`src/hdl/lrupr_pkg.sv`:
```
// ----------------------------------------------------------------------------
// lrupr_pkg
// Shared types and constants of the LRU page-frame tracker.
// ----------------------------------------------------------------------------
package lrupr_pkg;

  localparam int unsigned CFG_W      = 5;
  localparam int unsigned CNT_W      = 32;
  localparam int unsigned APB_DATA_W = 32;
  localparam int unsigned APB_ADDR_W = 3;
  localparam int unsigned LIM_W      = 9;

  localparam logic [CFG_W-1:0] FRAMES_RESET = 5'd16;

  // register index, taken from paddr above the byte offset
  localparam logic [0:0] REG_FRAMES_IN_USE = 1'b0;

  typedef struct packed {
    logic capture;
    logic scan;
    logic commit;
  } cmd_t;

  typedef struct packed {
    logic scan_last;
    logic out_free;
  } status_t;

endpackage

```
`src/hdl/lrupr_ctrl.sv`:
```
// ----------------------------------------------------------------------------
// lrupr_ctrl
// Sequencer: take a word, sweep the frame store, drain, then commit.
// ----------------------------------------------------------------------------
module lrupr_ctrl (
  input  logic              clk_i,
  input  logic              rst_ni,
  input  logic              s_valid_i,
  output logic              s_ready_o,
  input  lrupr_pkg::status_t status_i,
  output lrupr_pkg::cmd_t    cmd_o
);
  import lrupr_pkg::*;

  localparam logic [1:0] ST_IDLE   = 2'd0;
  localparam logic [1:0] ST_SCAN   = 2'd1;
  localparam logic [1:0] ST_DRAIN  = 2'd2;
  localparam logic [1:0] ST_UPDATE = 2'd3;

  logic [1:0] state_q, state_d;

  always_comb begin
    state_d       = state_q;
    cmd_o         = '0;
    s_ready_o     = 1'b0;
    unique case (state_q)
      ST_IDLE: begin
        s_ready_o = 1'b1;
        if (s_valid_i) begin
          cmd_o.capture = 1'b1;
          state_d       = ST_SCAN;
        end
      end
      ST_SCAN: begin
        cmd_o.scan = 1'b1;
        if (status_i.scan_last) begin
          state_d = ST_DRAIN;
        end
      end
      ST_DRAIN: begin
        state_d = ST_UPDATE;
      end
      ST_UPDATE: begin
        if (status_i.out_free) begin
          cmd_o.commit = 1'b1;
          state_d      = ST_IDLE;
        end
      end
      default: begin
        state_d = ST_IDLE;
      end
    endcase
  end

  always_ff @(posedge clk_i or negedge rst_ni) begin
    if (!rst_ni) begin
      state_q <= ST_IDLE;
    end else begin
      state_q <= state_d;
    end
  end

endmodule

```
`src/hdl/lrupr_dp.sv`:
```
// ----------------------------------------------------------------------------
// lrupr_dp
// Frame store, scan accumulators, counters and result register.
// ----------------------------------------------------------------------------
module lrupr_dp #(
  parameter int unsigned NUM_FRAMES = 16,
  parameter int unsigned PAGE_BITS  = 20,
  parameter int unsigned TIME_BITS  = 32,
  parameter int unsigned OUT_W      = 88
) (
  input  logic                        clk_i,
  input  logic                        rst_ni,
  input  lrupr_pkg::cmd_t             cmd_i,
  output lrupr_pkg::status_t          status_o,
  input  logic [PAGE_BITS-1:0]        page_i,
  input  logic                        is_write_i,
  input  logic                        end_of_trace_i,
  input  logic [lrupr_pkg::CFG_W-1:0] frames_in_use_i,
  output logic                        m_valid_o,
  input  logic                        m_ready_i,
  output logic [OUT_W-1:0]            m_data_o
);
  import lrupr_pkg::*;

  localparam int unsigned IDX_W   = (NUM_FRAMES > 1) ? $clog2(NUM_FRAMES) : 1;
  localparam int unsigned USED_W  = $clog2(NUM_FRAMES + 1);
  localparam int unsigned MEM_W   = PAGE_BITS + 1 + TIME_BITS;
  localparam int unsigned PACK_W  = 3 + PAGE_BITS + 2 * CNT_W;

  // frame store
  logic [MEM_W-1:0]      mem_q [NUM_FRAMES];
  logic [MEM_W-1:0]      rd_q;
  logic [IDX_W-1:0]      rd_idx_q;
  logic                  rd_vld_q;
  logic [IDX_W-1:0]      idx_q;
  logic [NUM_FRAMES-1:0] valid_q, valid_d;
  logic                  mem_we;
  logic [IDX_W-1:0]      mem_waddr;
  logic [MEM_W-1:0]      mem_wdata;

  // captured word
  logic [PAGE_BITS-1:0]  page_q;
  logic                  wr_q;
  logic                  last_q;

  // trace state
  logic [TIME_BITS-1:0]  time_q;
  logic [CNT_W-1:0]      fault_q, fault_d;
  logic [CNT_W-1:0]      wb_q, wb_d;

  // scan accumulators
  logic [USED_W-1:0]     used_q;
  logic                  match_found_q, free_found_q, victim_found_q;
  logic [IDX_W-1:0]      match_idx_q, free_idx_q, victim_idx_q;
  logic                  match_dirty_q;
  logic [TIME_BITS-1:0]  oldest_q;
  logic [PAGE_BITS-1:0]  vpage_q;
  logic                  vdirty_q;

  // result register
  logic                  out_valid_q;
  logic                  out_hit_q, out_ev_valid_q, out_ev_dirty_q;
  logic [PAGE_BITS-1:0]  out_ev_page_q;
  logic [CNT_W-1:0]      out_fault_q, out_wb_q;

  logic [PAGE_BITS-1:0]  rd_page;
  logic                  rd_dirty;
  logic [TIME_BITS-1:0]  rd_time;
  logic [TIME_BITS-1:0]  rd_age;
  logic                  rd_live;
  logic [LIM_W-1:0]      limit;
  logic                  use_free;
  logic                  evict;
  logic [PACK_W-1:0]     pack;

  assign rd_page  = rd_q[MEM_W-1 -: PAGE_BITS];
  assign rd_dirty = rd_q[TIME_BITS];
  assign rd_time  = rd_q[TIME_BITS-1:0];
  assign rd_age   = time_q - rd_time;
  assign rd_live  = rd_vld_q && valid_q[rd_idx_q];

  always_comb begin
    limit = LIM_W'(frames_in_use_i);
    if (limit == '0) begin
      limit = LIM_W'(1);
    end else if (limit > LIM_W'(NUM_FRAMES)) begin
      limit = LIM_W'(NUM_FRAMES);
    end
  end

  assign use_free  = (LIM_W'(used_q) < limit) && free_found_q;
  assign evict     = !match_found_q && !use_free;
  assign mem_we    = cmd_i.commit;
  assign mem_waddr = match_found_q ? match_idx_q : (use_free ? free_idx_q : victim_idx_q);
  assign mem_wdata = {page_q, (match_found_q && match_dirty_q) || wr_q, time_q};

  always_comb begin
    fault_d = fault_q;
    wb_d    = wb_q;
    if (!match_found_q && fault_q != '1) begin
      fault_d = fault_q + CNT_W'(1);
    end
    if (evict && vdirty_q && wb_q != '1) begin
      wb_d = wb_q + CNT_W'(1);
    end
  end

  always_comb begin
    valid_d = valid_q;
    if (cmd_i.commit) begin
      valid_d[mem_waddr] = 1'b1;
      if (last_q) begin
        valid_d = '0;
      end
    end
  end

  always_ff @(posedge clk_i) begin
    if (mem_we) begin
      mem_q[mem_waddr] <= mem_wdata;
    end
    rd_q     <= mem_q[idx_q];
    rd_idx_q <= idx_q;
  end

  always_ff @(posedge clk_i or negedge rst_ni) begin
    if (!rst_ni) begin
      valid_q        <= '0;
      time_q         <= '0;
      fault_q        <= '0;
      wb_q           <= '0;
      idx_q          <= '0;
      rd_vld_q       <= 1'b0;
      used_q         <= '0;
      match_found_q  <= 1'b0;
      free_found_q   <= 1'b0;
      victim_found_q <= 1'b0;
      out_valid_q    <= 1'b0;
    end else begin
      valid_q  <= valid_d;
      rd_vld_q <= cmd_i.scan;
      if (cmd_i.capture) begin
        idx_q          <= '0;
        used_q         <= '0;
        match_found_q  <= 1'b0;
        free_found_q   <= 1'b0;
        victim_found_q <= 1'b0;
      end else if (cmd_i.scan) begin
        idx_q <= idx_q + IDX_W'(1);
      end
      if (rd_vld_q) begin
        if (rd_live) begin
          used_q <= used_q + USED_W'(1);
          if (!match_found_q && rd_page == page_q) begin
            match_found_q <= 1'b1;
          end
          if (!victim_found_q || rd_age > oldest_q) begin
            victim_found_q <= 1'b1;
          end
        end else if (!free_found_q) begin
          free_found_q <= 1'b1;
        end
      end
      if (cmd_i.commit) begin
        out_valid_q <= 1'b1;
        if (last_q) begin
          time_q  <= '0;
          fault_q <= '0;
          wb_q    <= '0;
        end else begin
          time_q  <= time_q + TIME_BITS'(1);
          fault_q <= fault_d;
          wb_q    <= wb_d;
        end
      end else if (m_ready_i) begin
        out_valid_q <= 1'b0;
      end
    end
  end

  always_ff @(posedge clk_i) begin
    if (cmd_i.capture) begin
      page_q <= page_i;
      wr_q   <= is_write_i;
      last_q <= end_of_trace_i;
    end
    if (rd_live) begin
      if (!match_found_q && rd_page == page_q) begin
        match_idx_q   <= rd_idx_q;
        match_dirty_q <= rd_dirty;
      end
      if (!victim_found_q || rd_age > oldest_q) begin
        victim_idx_q <= rd_idx_q;
        oldest_q     <= rd_age;
        vpage_q      <= rd_page;
        vdirty_q     <= rd_dirty;
      end
    end else if (rd_vld_q && !free_found_q) begin
      free_idx_q <= rd_idx_q;
    end
    if (cmd_i.commit) begin
      out_hit_q      <= match_found_q;
      out_ev_valid_q <= evict;
      out_ev_page_q  <= evict ? vpage_q : '0;
      out_ev_dirty_q <= evict && vdirty_q;
      out_fault_q    <= fault_d;
      out_wb_q       <= wb_d;
    end
  end

  assign pack = {out_wb_q, out_fault_q, out_ev_dirty_q, out_ev_page_q,
                 out_ev_valid_q, out_hit_q};

  assign m_data_o  = OUT_W'(pack);
  assign m_valid_o = out_valid_q;

  assign status_o.scan_last = (idx_q == IDX_W'(NUM_FRAMES - 1));
  assign status_o.out_free  = !out_valid_q || m_ready_i;

  a_commit_slot_free: assert property (@(posedge clk_i) disable iff (!rst_ni)
    cmd_i.commit |-> (!out_valid_q || m_ready_i))
    else $error("result overwritten before it was taken");

  a_commit_shows_result: assert property (@(posedge clk_i) disable iff (!rst_ni)
    cmd_i.commit |=> out_valid_q)
    else $error("commit did not present a result");

  a_hit_no_evict: assert property (@(posedge clk_i) disable iff (!rst_ni)
    out_valid_q |-> !(out_hit_q && out_ev_valid_q))
    else $error("hit reported together with an eviction");

  a_used_bound: assert property (@(posedge clk_i) disable iff (!rst_ni)
    32'(used_q) <= NUM_FRAMES)
    else $error("occupancy count beyond frame count");

endmodule

```
`src/hdl/lru_page_replacement_dirty_core.sv`:
```
// ----------------------------------------------------------------------------
// lru_page_replacement_dirty_core
// Fully associative LRU page-frame tracker with dirty marks and counters.
// ----------------------------------------------------------------------------
// channel  direction  payload (low bit first)
// s_axis   in         tdata: page_number; tuser: is_write; tlast: end_of_trace
// m_axis   out        tdata: hit, evicted_valid, evicted_page, evicted_dirty,
//                            fault_count, writeback_count
// apb      in/out     reg 0 at 0x0: frames_in_use
//
// One access steps through accept, a scan reading one frame per cycle
// from the single-port frame store, a drain state and a commit state.
// Reset empties all frames and clears time and counters; no clearing pass.
// A waiting result stalls only the commit cycle of the following access.
// ----------------------------------------------------------------------------
module lru_page_replacement_dirty_core #(
  parameter  int unsigned NUM_FRAMES = 16,
  parameter  int unsigned PAGE_BITS  = 20,
  parameter  int unsigned TIME_BITS  = 32,
  localparam int unsigned IN_W       = ((PAGE_BITS + 7) / 8) * 8,
  localparam int unsigned OUT_W      =
    ((3 + PAGE_BITS + 2 * lrupr_pkg::CNT_W + 7) / 8) * 8
) (
  input  logic                             clk_i,
  input  logic                             rst_ni,
  input  logic                             s_axis_tvalid,
  output logic                             s_axis_tready,
  input  logic [IN_W-1:0]                  s_axis_tdata,  // page_number
  input  logic                             s_axis_tuser,  // is_write
  input  logic                             s_axis_tlast,
  output logic                             m_axis_tvalid,
  input  logic                             m_axis_tready,
  // hit, evicted_valid, evicted_page, evicted_dirty, fault_count, writeback_count
  output logic [OUT_W-1:0]                 m_axis_tdata,
  input  logic                             psel,
  input  logic                             penable,
  input  logic                             pwrite,
  input  logic [lrupr_pkg::APB_ADDR_W-1:0] paddr,
  input  logic [lrupr_pkg::APB_DATA_W-1:0] pwdata,
  output logic [lrupr_pkg::APB_DATA_W-1:0] prdata,
  output logic                             pready
);
  import lrupr_pkg::*;

  logic [CFG_W-1:0] frames_q;
  logic             reg_hit;
  cmd_t             cmd;
  status_t          status;

  assign reg_hit = (paddr[APB_ADDR_W-1:2] == REG_FRAMES_IN_USE);
  assign pready  = 1'b1;
  assign prdata  = reg_hit ? APB_DATA_W'(frames_q) : '0;

  always_ff @(posedge clk_i or negedge rst_ni) begin
    if (!rst_ni) begin
      frames_q <= FRAMES_RESET;
    end else if (psel && penable && pwrite && reg_hit) begin
      frames_q <= pwdata[CFG_W-1:0];
    end
  end

  lrupr_ctrl u_ctrl (
    .clk_i     (clk_i),
    .rst_ni    (rst_ni),
    .s_valid_i (s_axis_tvalid),
    .s_ready_o (s_axis_tready),
    .status_i  (status),
    .cmd_o     (cmd)
  );

  lrupr_dp #(
    .NUM_FRAMES (NUM_FRAMES),
    .PAGE_BITS  (PAGE_BITS),
    .TIME_BITS  (TIME_BITS),
    .OUT_W      (OUT_W)
  ) u_dp (
    .clk_i           (clk_i),
    .rst_ni          (rst_ni),
    .cmd_i           (cmd),
    .status_o        (status),
    .page_i          (s_axis_tdata[PAGE_BITS-1:0]),
    .is_write_i      (s_axis_tuser),
    .end_of_trace_i  (s_axis_tlast),
    .frames_in_use_i (frames_q),
    .m_valid_o       (m_axis_tvalid),
    .m_ready_i       (m_axis_tready),
    .m_data_o        (m_axis_tdata)
  );

endmodule

```
`config.mk`:
```
export PLATFORM = sky130hd
export DESIGN_NAME = lru_page_replacement_dirty_core
export DESIGN_NICKNAME = d
export VERILOG_FILES = /design/src/hdl/lrupr_pkg.sv /design/src/hdl/lrupr_ctrl.sv /design/src/hdl/lrupr_dp.sv /design/src/hdl/lru_page_replacement_dirty_core.sv
export SDC_FILE = /design/constraint.sdc
export NUM_CORES = 1
export LEC_CHECK = 0
export ABC_AREA = 1
export BUFFER_PORTS_ARGS = -buffer_cell sky130_fd_sc_hd__buf_2
export CELL_PAD_IN_SITES_DETAIL_PLACEMENT = 1
export CELL_PAD_IN_SITES_GLOBAL_PLACEMENT = 2
export CORE_MARGIN = 2
export CORE_UTILIZATION = 38
export DETAILED_ROUTE_END_ITERATION = 8
export PLACE_DENSITY = 0.77
export SLEW_MARGIN = 10
export SYNTH_ARGS = -nofsm -noshare
export SYNTH_HDL_FRONTEND = slang
export SYNTH_SLANG_ARGS = --single-unit
```
`constraint.sdc`:
```
create_clock -name clk_i -period 5.2 [get_ports clk_i]
set_input_delay 0.52 -clock clk_i [delete_from_list [all_inputs] [get_ports clk_i]]
set_output_delay 0.52 -clock clk_i [all_outputs]
set_load 0.02 [all_outputs]
```
==> qor.csv <==
stage,metric,value,unit
sta,layout_setup_ws,458,ps
sta,skew,42.4,ps
yosys,synth_cell_types,56,
flow_run,drv_cap,0,
hold_path,hold_class,in -> reg,
power_and_ir_drop,switching_share,38.1,%
finish,nNetsFinal,4816,
floorplanning,start_util,38.4,%
place,dpl.hpwl,86800,µm
floorplanning,rows,134,
route,drt-vias-per-instance,5.35,
finish,fillCellCount,14195,
global_route,grtUsageTotal,21.5,%
place,place_ws,283,ps
sta,worst_pin_slew,1020,ps
clock_tree,clock_latency,790,ps
clock_tree,ctsHtreeMaxLevel,4,
setup_path,endpoint_kind,register,
route,drtIter0Drc,2592,
yosys,avgSynthCellArea,11.4,µm²
power_and_ir_drop,finalPower,33900,µW
global_route,antenna_found_initial,0,
global_route,gr-total-overflow,0,
setup_path,required,5640,ps
route,firstDrtPassIters,5,
sta,hold_viol,0,
place,place_congestion,0.852,
floorplanning,core_area,0.134,mm²
floorplanning,die_h,372,µm
clock_tree,clk_pin_slew,60,ps
run_status,status,"complete, no violations",
yosys,netlist_area,0.0514,mm²
route,wl_per_cell,22.7,µm
route,dr_total_vias,35080,
yosys,synthFlopType,edfxtp_1,
floorplanning,fp.dieArea,0.138,mm²
place,place_inst,6275,
setup_path,crit_type,reg -> reg,
yosys,synth_edf_count,1023,
sta,setup_viol,0,
sta,whs,235,ps
sta,max_freq,211,MHz
finish,drive_above_1_share,10.3,%
yosys,synth-seq-cells,1213,
power_and_ir_drop,seqPwrFrac,40.3,%
power_and_ir_drop,p_int,21000,µW
power_and_ir_drop,power_density,576,mW/mm²
place,io_buffers,128,
floorplanning,ios,191,
global_route,grt_pass1_wl,225000,µm
clock_tree,cts_tree,yes,
clock_tree,clk_path_buf_depth,3,
sta,final.period_utilization,91.2,%
sta,layout_min_cycle_time,4740,ps
sta,relSlewSlack,31.7,%
sta,finalSetupTns,0,ps
setup_path,cp.arrival,5180,ps
power_and_ir_drop,p_leak,0.0217,µW
global_route,grt_max_degree,165,
finish,area_delta_synth_final,14.5,%
clock_tree,root_buffer,clkbuf_16,
setup_path,start_kind,register,
sta,drv_slew,0,
route,drc,0,
power_and_ir_drop,clockPowerShare,27.3,%
finish,n_antenna_cell,0,
yosys,yosysWarnings,0,
setup_path,cp_max_fo,32,
route,ant_nets,0,
route,wl,149000,µm
yosys,async_flop_share,11.0,%
clock_tree,clock-sinks,1213,
power_and_ir_drop,p_comb_share,32.4,%
yosys,syn_inst,4506,
yosys,ys_seq_area_share,68.4,%
sta,rsz0062_at_grt,no,
clock_tree,numCtsBuffers,133,
power_and_ir_drop,vdd_ir_drop_max,0.428,mV
finish,final_cells,6551,
power_and_ir_drop,p_sw,12900,µW
clock_tree,postCtsSetupBuffers,0,
global_route,grt_pass1_vias,36866,
floorplanning,die_w,372,µm
==> critical path, cell delays in order, from the launching register on <==
cell	delay, ps
dfrtp_1	340
inv_1	80
ha_1	240
fa_1	430
o21ai_2	340
a21oi_1	210
o21ai_1	410
nand3_1	120
nand2_1	110
xor2_1	280
ha_1	190
nand2_1	60
nor2_1	140
nand4_1	160
nor4_1	370
nand2_1	100
nand2_1	80
nand2_1	170
nand2_1	110
nand2_1	80
inv_2	130
buf_12	210
==> kinds of logic after synthesis <==
kind of cell	Yosys count	share of synthesized area (%)
other	2	0.0146
AO/OA/AOI/OAI	935	10.4
buffers and inverters	613	4.83
adder cells (fa/ha/maj)	77	1.89
flip-flops	1213	68.4
AND/OR/NAND/NOR	1568	12.7
XOR/XNOR	98	1.68
==> cell usage in the layout (no fill, tap or decap), types with 17 or more instances in the layout <==
cell and count:
dfxtp_1 57, inv_1 348, buf_4 60, ha_1 76, xnor2_1 18, xor2_1 79, a21oi_1 93, nand4_1 36
conb_1 29, nand2_1 615, o21ai_1 30, o21ai_0 503, nor3_1 53, dlygate4sd3_1 29, o22ai_1 149, nand3_1 183
clkbuf_1 38, o221ai_1 86, clkinv_2 38, o211ai_1 27, buf_12 22, edfxtp_1 1023, and2_1 17, nor2_1 600
buf_2 127, clkbuf_16 134, dfrtp_1 129
==> cells in the mapped netlist, types with 18 or more instances <==
cell	number	area share (%)
a21oi_1	93	0.90
buf_2	19	0.18
buf_4	36	0.53
clkbuf_1	165	1.2
dfrtp_1	132	6.4
dfxtp_1	57	2.2
edfxtp_1	1023	60
ha_1	76	1.8
inv_1	368	2.7
nand2_1	616	4.5
nand3_1	183	1.8
nand4_1	36	0.44
nor2_1	603	4.4
nor3_1	53	0.52
o211ai_1	27	0.39
o21ai_0	503	4.9
o21ai_1	31	0.30
o221ai_1	86	1.5
o22ai_1	149	1.8
xnor2_1	18	0.31
xor2_1	79	1.3
==> timing repair <==
action | in CTS | in global routing
hold buffers | 29 | 0
endpoints found under the setup margin | 0 | 57
hold endpoints to repair | 89 | 0
resized for setup | 0 | 1
==> state kept, by name, summed over array words and instances, names as in the netlist, 16 cells and up <==
register	count
u_dp.wb_q	32
u_dp.vpage_q	20
u_dp.mem_q	848
u_dp.valid_q	16
u_dp.page_q	20
u_dp.out_wb_q	32
u_dp.rd_q	53
u_dp.time_q	32
u_dp.out_ev_page_q	20
u_dp.out_fault_q	32
u_dp.oldest_q	32
u_dp.fault_q	32
==> through the flow <==
step | cell area [µm²] | util (%)
floorplan | 51500 | -
global route | 58900 | 44.0
detailed placement | 54300 | 40.5
CTS | 58900 | 44.0
finish | 58900 | 44.0
global placement | 54300 | 40.5
==> power by group through the flow <==
stage          Combinational (µW)  Sequential, µW  Clock, µW
3_5_place_dp                11000           13800          0
2_1_floorplan                6830           13900          0
3_3_place_gp                10800           13800          0
6_report                    11000           13700       9270
4_1_cts                     11100           13700       9460
5_1_grt                     12200           13800       9800
==> worst paths after layout <==
kind                           startpoint                 to  slack [ps]  cells past startpoint
min in group asynchronous          rst_ni       u_dp.wb_q[3]         330                      2
max in group asynchronous          rst_ni    u_dp.time_q[21]        3820                      3
min reg2reg                 u_dp.rd_q[42]    u_dp.vpage_q[9]         440                      0
max reg2reg                u_dp.time_q[0]  u_dp.oldest_q[24]         460                     21
max                        u_dp.time_q[0]  u_dp.oldest_q[24]         460                     21
min                                pwrite        frames_q[4]         230                      3
==> layout make-up <==
type                    count  area, µm²  share of cell area [%]
flip-flops and latches   1213      35200                    59.8
multi-input cells        2707      13900                    23.6
clock buffers             184       3660                    6.21
well taps                1768       2210                    3.76
repair buffers            239       1830                    3.10
inverters                 377       1460                    2.47
clock inverters            63        664                    1.13
==> layer usage <==
| layer | up-vias | GRT usage, % | share of wire [%] |
|---|---|---|---|
| met4 | 0 | 6.57 | 2.5 |
| li1 | 16175 | - | - |
| met5 | - | 0 | 0 |
| met3 | 244 | 2.75 | 4.2 |
| met1 | 17859 | 29.2 | 45 |
| met2 | 802 | 36.0 | 48 |
Note: power is estimated with default switching activity, not from simulation.
